File: src/design/cdq_pkg.sv
// ----------------------------------------------------------------------------
// cdq_pkg
// Shared types, sizes and ring-pointer helpers for the circular deque.
// ----------------------------------------------------------------------------
package cdq_pkg;

  // built storage size and entry width
  localparam int DEPTH      = 16;
  localparam int DATA_WIDTH = 32;

  // fixed field widths of the ports
  localparam int OP_W  = 3;
  localparam int VAL_W = 32;
  localparam int CFG_W = 5;
  localparam int CNT_O = 5;

  // internal widths derived from the depth
  localparam int IDX_W = (DEPTH > 1) ? $clog2(DEPTH) : 1;
  localparam int CNT_W = $clog2(DEPTH + 1);

  // capacity after reset
  localparam logic [CFG_W-1:0] CAP_RESET = 5'd16;

  typedef logic [IDX_W-1:0] idx_t;
  typedef logic [CNT_W-1:0] cnt_t;

  // operation codes
  typedef enum logic [OP_W-1:0] {
    OP_QUERY      = 3'd0,
    OP_PUSH_FRONT = 3'd1,
    OP_PUSH_BACK  = 3'd2,
    OP_POP_FRONT  = 3'd3,
    OP_POP_BACK   = 3'd4
  } op_t;

  // controller states
  typedef enum logic [1:0] {
    ST_IDLE,
    ST_EXEC,
    ST_READ,
    ST_DONE
  } state_t;

  // commands from controller to datapath
  typedef struct packed {
    logic load;
    logic exec;
    logic rd;
  } cdq_cmd_t;

  // step one slot toward the front, wrapping at the capacity in use
  function automatic idx_t step_back(input idx_t idx, input cnt_t cap);
    idx_t res;
    if (idx == '0) begin
      res = IDX_W'(cap - cnt_t'(1));
    end else begin
      res = idx - idx_t'(1);
    end
    return res;
  endfunction

  // step one slot toward the rear, wrapping at the capacity in use
  function automatic idx_t step_fwd(input idx_t idx, input cnt_t cap);
    cnt_t nxt;
    idx_t res;
    nxt = CNT_W'(idx) + cnt_t'(1);
    if (nxt >= cap) begin
      res = '0;
    end else begin
      res = IDX_W'(nxt);
    end
    return res;
  endfunction

endpackage

File: src/design/cdq_ram.sv
// ----------------------------------------------------------------------------
// cdq_ram
// Generic RAM: one write port, two read ports with registered read data.
// ----------------------------------------------------------------------------
module cdq_ram #(
  parameter int WIDTH = 32,
  parameter int DEPTH = 16
) (
  input  logic                                      clk,
  input  logic                                      we,
  input  logic [((DEPTH > 1) ? $clog2(DEPTH) : 1)-1:0] waddr,
  input  logic [WIDTH-1:0]                          wdata,
  input  logic                                      re,
  input  logic [((DEPTH > 1) ? $clog2(DEPTH) : 1)-1:0] raddr_a,
  input  logic [((DEPTH > 1) ? $clog2(DEPTH) : 1)-1:0] raddr_b,
  output logic [WIDTH-1:0]                          rdata_a_r,
  output logic [WIDTH-1:0]                          rdata_b_r
);

  logic [WIDTH-1:0] mem [DEPTH];

  // write port
  always_ff @(posedge clk) begin
    if (we) begin
      mem[waddr] <= wdata;
    end
  end

  // registered read ports
  always_ff @(posedge clk) begin
    if (re) begin
      rdata_a_r <= mem[raddr_a];
      rdata_b_r <= mem[raddr_b];
    end
  end

endmodule

File: src/design/cdq_ctrl.sv
// ----------------------------------------------------------------------------
// cdq_ctrl
// Sequencer: accept an item, update pointers, read the ends, emit result.
// ----------------------------------------------------------------------------
module cdq_ctrl
  import cdq_pkg::*;
(
  input  logic     clk,
  input  logic     rst_n,
  input  logic     start,
  output logic     busy,
  output logic     out_strobe,
  output cdq_cmd_t cmd
);

  state_t state_r, state_nxt;

  // state register
  always_ff @(posedge clk) begin
    if (!rst_n) begin
      state_r <= ST_IDLE;
    end else begin
      state_r <= state_nxt;
    end
  end

  // next state and commands
  always_comb begin
    state_nxt  = state_r;
    busy       = 1'b0;
    out_strobe = 1'b0;
    cmd        = '0;
    unique case (state_r)
      ST_IDLE: begin
        if (start) begin
          cmd.load  = 1'b1;
          state_nxt = ST_EXEC;
        end
      end
      ST_EXEC: begin
        busy      = 1'b1;
        cmd.exec  = 1'b1;
        state_nxt = ST_READ;
      end
      ST_READ: begin
        busy      = 1'b1;
        cmd.rd    = 1'b1;
        state_nxt = ST_DONE;
      end
      ST_DONE: begin
        out_strobe = 1'b1;
        if (start) begin
          cmd.load  = 1'b1;
          state_nxt = ST_EXEC;
        end else begin
          state_nxt = ST_IDLE;
        end
      end
      default: begin
        state_nxt = ST_IDLE;
      end
    endcase
  end

endmodule

File: src/design/cdq_dp.sv
// ----------------------------------------------------------------------------
// cdq_dp
// Datapath: capacity, head/tail pointers, count and the slot memory.
// ----------------------------------------------------------------------------
module cdq_dp
  import cdq_pkg::*;
(
  input  logic                    clk,
  input  logic                    rst_n,
  input  cdq_cmd_t                cmd,
  input  logic [OP_W-1:0]         in_opcode,
  input  logic signed [VAL_W-1:0] in_value,
  input  logic                    cfg_we,
  input  logic [CFG_W-1:0]        cfg_wdata,
  output logic                    out_success,
  output logic signed [VAL_W-1:0] out_front_value,
  output logic signed [VAL_W-1:0] out_rear_value,
  output logic                    out_empty_res,
  output logic                    out_full_res,
  output logic [CNT_O-1:0]        out_count
);

  logic [OP_W-1:0]       op_r;
  logic [VAL_W-1:0]      val_r;
  logic [CFG_W-1:0]      cap_r;
  idx_t                  head_r, head_nxt;
  idx_t                  tail_r, tail_nxt;
  cnt_t                  cnt_r, cnt_nxt;
  logic                  ok_r, ok_nxt;
  cnt_t                  cap_use;
  logic                  has_room, non_empty;
  logic                  ram_we;
  idx_t                  ram_waddr;
  logic [DATA_WIDTH-1:0] rdata_a, rdata_b;

  // item capture
  always_ff @(posedge clk) begin
    if (cmd.load) begin
      op_r  <= in_opcode;
      val_r <= in_value;
    end
  end

  // capacity in use: zero reads as one, large values saturate
  always_comb begin
    if (cap_r == '0) begin
      cap_use = cnt_t'(1);
    end else if (int'(cap_r) > DEPTH) begin
      cap_use = cnt_t'(DEPTH);
    end else begin
      cap_use = CNT_W'(cap_r);
    end
  end

  assign has_room  = (cnt_r < cap_use);
  assign non_empty = (cnt_r != '0);

  // operation decode and pointer update
  always_comb begin
    head_nxt  = head_r;
    tail_nxt  = tail_r;
    cnt_nxt   = cnt_r;
    ok_nxt    = 1'b0;
    ram_we    = 1'b0;
    ram_waddr = tail_r;
    unique case (op_t'(op_r))
      OP_QUERY: begin
        ok_nxt = 1'b1;
      end
      OP_PUSH_FRONT: begin
        if (has_room) begin
          head_nxt  = step_back(head_r, cap_use);
          ram_waddr = step_back(head_r, cap_use);
          ram_we    = 1'b1;
          cnt_nxt   = cnt_r + cnt_t'(1);
          ok_nxt    = 1'b1;
        end
      end
      OP_PUSH_BACK: begin
        if (has_room) begin
          ram_waddr = tail_r;
          ram_we    = 1'b1;
          tail_nxt  = step_fwd(tail_r, cap_use);
          cnt_nxt   = cnt_r + cnt_t'(1);
          ok_nxt    = 1'b1;
        end
      end
      OP_POP_FRONT: begin
        if (non_empty) begin
          head_nxt = step_fwd(head_r, cap_use);
          cnt_nxt  = cnt_r - cnt_t'(1);
          ok_nxt   = 1'b1;
        end
      end
      OP_POP_BACK: begin
        if (non_empty) begin
          tail_nxt = step_back(tail_r, cap_use);
          cnt_nxt  = cnt_r - cnt_t'(1);
          ok_nxt   = 1'b1;
        end
      end
      default: begin
        ok_nxt = 1'b0;
      end
    endcase
  end

  // control state; a capacity write empties the deque
  always_ff @(posedge clk) begin
    if (!rst_n) begin
      cap_r  <= CAP_RESET;
      head_r <= '0;
      tail_r <= '0;
      cnt_r  <= '0;
      ok_r   <= 1'b0;
    end else if (cfg_we) begin
      cap_r  <= cfg_wdata;
      head_r <= '0;
      tail_r <= '0;
      cnt_r  <= '0;
    end else if (cmd.exec) begin
      head_r <= head_nxt;
      tail_r <= tail_nxt;
      cnt_r  <= cnt_nxt;
      ok_r   <= ok_nxt;
    end
  end

  // slot memory, ends read in the cycle after the update
  cdq_ram #(
    .WIDTH (DATA_WIDTH),
    .DEPTH (DEPTH)
  ) u_ram (
    .clk       (clk),
    .we        (cmd.exec && ram_we),
    .waddr     (ram_waddr),
    .wdata     (DATA_WIDTH'(val_r)),
    .re        (cmd.rd),
    .raddr_a   (head_r),
    .raddr_b   (step_back(tail_r, cap_use)),
    .rdata_a_r (rdata_a),
    .rdata_b_r (rdata_b)
  );

  // result fields
  assign out_success     = ok_r;
  assign out_front_value = non_empty ? VAL_W'(rdata_a) : '0;
  assign out_rear_value  = non_empty ? VAL_W'(rdata_b) : '0;
  assign out_empty_res   = !non_empty;
  assign out_full_res    = (cnt_r == cap_use);
  assign out_count       = CNT_O'(cnt_r);

endmodule

File: src/design/circular_deque.sv
// ----------------------------------------------------------------------------
// circular_deque
// Double-ended queue in a ring of slots with a programmable capacity.
// ----------------------------------------------------------------------------
// the result strobe follows the update and memory read after an item is taken,
// and no new item is taken before it; update, memory read and result cycles
//   follow each other, and the next item is taken in the result cycle
// the receiver cannot stall; each result is shown for exactly one cycle
// reset (rst_n low, synchronous): deque empty, capacity 16, no result pending
module circular_deque
  import cdq_pkg::*;
(
  input  logic                    clk,
  input  logic                    rst_n,
  input  logic                    start,
  output logic                    busy,
  input  logic [OP_W-1:0]         in_opcode,
  input  logic signed [VAL_W-1:0] in_value,
  input  logic                    cfg_we,
  input  logic [CFG_W-1:0]        cfg_wdata,
  output logic                    out_strobe,
  output logic                    out_success,
  output logic signed [VAL_W-1:0] out_front_value,
  output logic signed [VAL_W-1:0] out_rear_value,
  output logic                    out_empty_res,
  output logic                    out_full_res,
  output logic [CNT_O-1:0]        out_count
);

  cdq_cmd_t cmd;

  // sequencer
  cdq_ctrl u_ctrl (
    .clk        (clk),
    .rst_n      (rst_n),
    .start      (start),
    .busy       (busy),
    .out_strobe (out_strobe),
    .cmd        (cmd)
  );

  // pointers, count and storage
  cdq_dp u_dp (
    .clk             (clk),
    .rst_n           (rst_n),
    .cmd             (cmd),
    .in_opcode       (in_opcode),
    .in_value        (in_value),
    .cfg_we          (cfg_we),
    .cfg_wdata       (cfg_wdata),
    .out_success     (out_success),
    .out_front_value (out_front_value),
    .out_rear_value  (out_rear_value),
    .out_empty_res   (out_empty_res),
    .out_full_res    (out_full_res),
    .out_count       (out_count)
  );

  // every taken item gives its result after the update and memory read states
  a_result_follows: assert property (@(posedge clk) disable iff (!rst_n)
    (start && !busy) |-> ##3 out_strobe)
    else $error("item taken without a result three cycles later");

  // capacity is at least one, so a result is never both empty and full
  a_not_empty_and_full: assert property (@(posedge clk) disable iff (!rst_n)
    out_strobe |-> !(out_empty_res && out_full_res))
    else $error("result flagged empty and full together");

  // results are spaced by the sequence length; this checks that no result strobe directly follows another
  a_strobe_spacing: assert property (@(posedge clk) disable iff (!rst_n)
    out_strobe |=> !out_strobe)
    else $error("result strobe on two cycles in a row");

endmodule

File: config.mk
export PLATFORM = sky130hd
export DESIGN_NAME = circular_deque
export DESIGN_NICKNAME = d
export VERILOG_FILES = /design/src/design/cdq_pkg.sv /design/src/design/cdq_ram.sv /design/src/design/cdq_ctrl.sv /design/src/design/cdq_dp.sv /design/src/design/circular_deque.sv
export SDC_FILE = /design/constraint.sdc
export NUM_CORES = 1
export LEC_CHECK = 0
export BUFFER_PORTS_ARGS = -buffer_cell sky130_fd_sc_hd__clkbuf_2
export CORE_UTILIZATION = 50
export DETAILED_ROUTE_END_ITERATION = 7
export PLACE_DENSITY_LB_ADDON = 0.3
export SLEW_MARGIN = 20
export SYNTH_ARGS = -nofsm -noshare
export SYNTH_HDL_FRONTEND = slang
export SYNTH_HIERARCHICAL = 1
export SYNTH_SLANG_ARGS = --single-unit
File: constraint.sdc
create_clock -name clk -period 5.1 [get_ports clk]
set_input_delay 0.765 -clock clk [delete_from_list [all_inputs] [get_ports clk]]
set_output_delay 0.765 -clock clk [all_outputs]
set_load 0.05 [all_outputs]
==> metrics.yaml <==
std_cell_rows: 86
final_area_um2: 32300
grt_max_degree: 132
tns_ns: 0
dp_slack_ns: 0.842
die_width_um: 240
gp_congestion: 0.814
cts-root-buf: "clkbuf_16"
cts_setup_buffers: 0
crit_fanout: 16
htree_num_levels: 3
cp.arrival_ns: 4.64
drv_slew: 0
fin_ws_ns: 0.729
syn-num-nets: 1551
firstDrtPassIters: 5
holdWs_ns: 0.343
avgSynthCellArea_um2: 19.1
cts_resized: 0
track_usage_pct: 24.5
synthFlopType: "edfxtp_1"
worstSkewPairLatency_ns: 0.59
cp-start-kind: "flip-flop"
synth.ff_latch_count: 632
status: "complete, no violations"
holdBufCountCts: 0
grt_setup_unrepaired: "no"
slew-limit-headroom_pct: 28.8
dp_hpwl_um: 41700
routed_wl_um: 68500
maxCapViolCount: 0
start_util_pct: 51.0
antenna_cells: 0
synthCells: 1478
r2r_cells: 11
clock-sinks: 632
drc: 0
antenna_found_initial: 0
finalHoldViolations: 0
syn_to_final_growth_pct: 14.3
syn_area_um2: 28300
drtIter0Drc: 1629
n_fill_cell: 4060
hp-class: "in2reg"
drive_gt1_share_pct: 33.9
worstMarginPinSlew_ns: 1.07
hold_path_depth: 1
num_vias: 15427
period_share_pct: 85.7
ant_nets: 0
fmax_mhz: 229
clock_path_buffers: 3
multi_input_area_um2: 9150
post_drt_wl_per_cell_um: 28.4
synth_edf_count: 611
critPathKind: "reg2reg"
fp.dieArea_um2: 57500
cts_tree: "yes"
buffer_ports.inserted: 117
ir_worst_vdd_mv: 0.338
grt_overflow: 0
coreArea_um2: 55400
yosys_warnings: 6
setup.worst_path.end_class: "flip-flop"
grt_pass1_wl_um: 102000
p_leak_nw: 10.6
grt_pass1_vias: 16041
cp.required_ns: 5.37
synth_top_area_cell: "edfxtp_1"
synth_top_area_share_pct: 64.9
seq_area_um2: 18800
viasPerCell: 6.40
yosys-top-cells-area: "edfxtp_1 (65%), mux4_2 (20%), a22oi_1 (3.5%)"
path_clk_slew_ns: 0.06
dieHeight_um: 240
nNetsFinal: 1689
setup_violations: 0
fin_worst_skew_ns: 0.0216
power.density_nw_per_um2: 417
post_dp_cell_area_um2: 30000
postSynth.asyncResetShare_pct: 0
numCtsBuffers: 67
io_pins: 118
fin_crit_ns: 4.37
ys_seq_area_share_pct: 66.4
synth.distinct_cells: 53
## final cells by class
cell class / instances / area share, %
timing repair buffer: 169 / 3.65
multi-input combinational: 730 / 28.3
sequential: 632 / 58.2
clock buffer: 76 / 5.43
inverter: 16 / 0.186
tap: 748 / 2.90
clock inverter: 40 / 1.34
## cells by family after synthesis
group                      Yosys count  share of synthesized area (%)
DFF                                632                           66.4
muxes                              269                           20.9
and+or+nand+nor                    230                           4.22
AOI/OAI and AO/OA                  192                           4.91
buffers and inverters              116                           1.94
adders and majority gates           29                           1.31
xor gates and xnor gates            10                          0.310
## cell usage in the layout, fill, tap and decap left out, types with 4 or more instances in the layout
cell type / instances
o21ai_0: 12
ha_1: 27
nand2_1: 81
mux4_2: 256
and3_1: 4
a22oi_1: 131
a21o_1: 7
buf_4: 37
nor2b_1: 75
clkinv_1: 12
a211oi_1: 5
clkbuf_16: 69
nand3_1: 5
nor2_4: 15
nor2b_4: 5
xnor2_1: 8
a21oi_1: 13
nor2_1: 11
mux2i_1: 9
clkbuf_2: 117
dfxtp_1: 19
bufinv_16: 9
buf_12: 13
inv_1: 16
edfxtp_1: 611
nand2b_1: 11
a31oi_1: 4
clkbuf_1: 7
clkinv_2: 12
## synthesized netlist by cell type, drive strengths merged (4+ instances only)
| library cell | number |
|---|---|
| a22oi | 131 |
| mux4 | 256 |
| mux2i | 11 |
| a21o | 7 |
| nor2 | 26 |
| dfxtp | 21 |
| buf | 61 |
| a31oi | 4 |
| a211oi | 5 |
| nand2 | 81 |
| o211ai | 4 |
| nand3 | 6 |
| nor3 | 7 |
| xnor2 | 8 |
| ha | 28 |
| clkbuf | 39 |
| and3 | 4 |
| nor2b | 80 |
| o21ai | 15 |
| nand2b | 11 |
| edfxtp | 611 |
| inv | 16 |
| a21oi | 14 |
## per-stage QoR
stage | total power, W | std cells | utilization, %
2_1_floorplan | 0.00793 | 1478 | -
3_3_place_gp | 0.00862 | 2293 | 54.2
3_5_place_dp | 0.00869 | 2293 | 54.2
4_1_cts | 0.0136 | 2409 | 58.2
5_1_grt | 0.0139 | 2411 | 58.3
6_report | 0.0135 | 2411 | 58.3
## critical path, cell delays in order, from the launching register on
cell and delay, ns:
dfxtp_1 0.34, nor3_1 0.20, nor2_1 0.06, nor2_1 0.44, ha_1 0.25, nor2b_1 0.04
o21ai_1 0.26, nand2_1 0.14, nor4b_1 0.74, nand3b_1 0.50, nor2_4 0.74, buf_4 0.33
## where the power goes
part	internal [W]	total, W	switching (W)
combinational	0.000622	0.00180	0.00118
clock	0.00292	0.00491	0.00199
sequential	0.00636	0.00677	0.000410
## routing by layer
layer  vias to the layer above  GRT usage, %  part of all wire [%]
met5                         -             0                     0
met2                       742          39.1                    49
met3                       100          5.04                   8.3
met4                         0          7.54                   2.2
li1                       6488             -                     -
met1                      8097          34.3                    41
## sequential cells by signal, summed over array words and instances, names as in the netlist, 4 cells and up
signal / flops
u_dp/val_r: 32
u_dp/u_ram/rdata_b_r: 32
u_dp/out_count: 5
u_dp/cap_r: 5
u_dp/head_r: 4
u_dp/tail_r: 4
u_dp/u_ram/rdata_a_r: 32
u_dp/u_ram/mem: 512
## path summary, 6_finish.rpt
check / from / end / slack (ns)
worst max register to register: u_dp/cap_r[1] / u_dp/u_ram/mem[6][13] / 0.73
worst max-delay path: u_dp/cap_r[1] / u_dp/u_ram/mem[6][13] / 0.73
worst min-delay path: in_value[21] / u_dp/val_r[21] / 0.34
worst min register to register: u_dp/cap_r[0] / u_dp/cap_r[0] / 0.55
No activity file was read; power rests on OpenSTA's default activity.
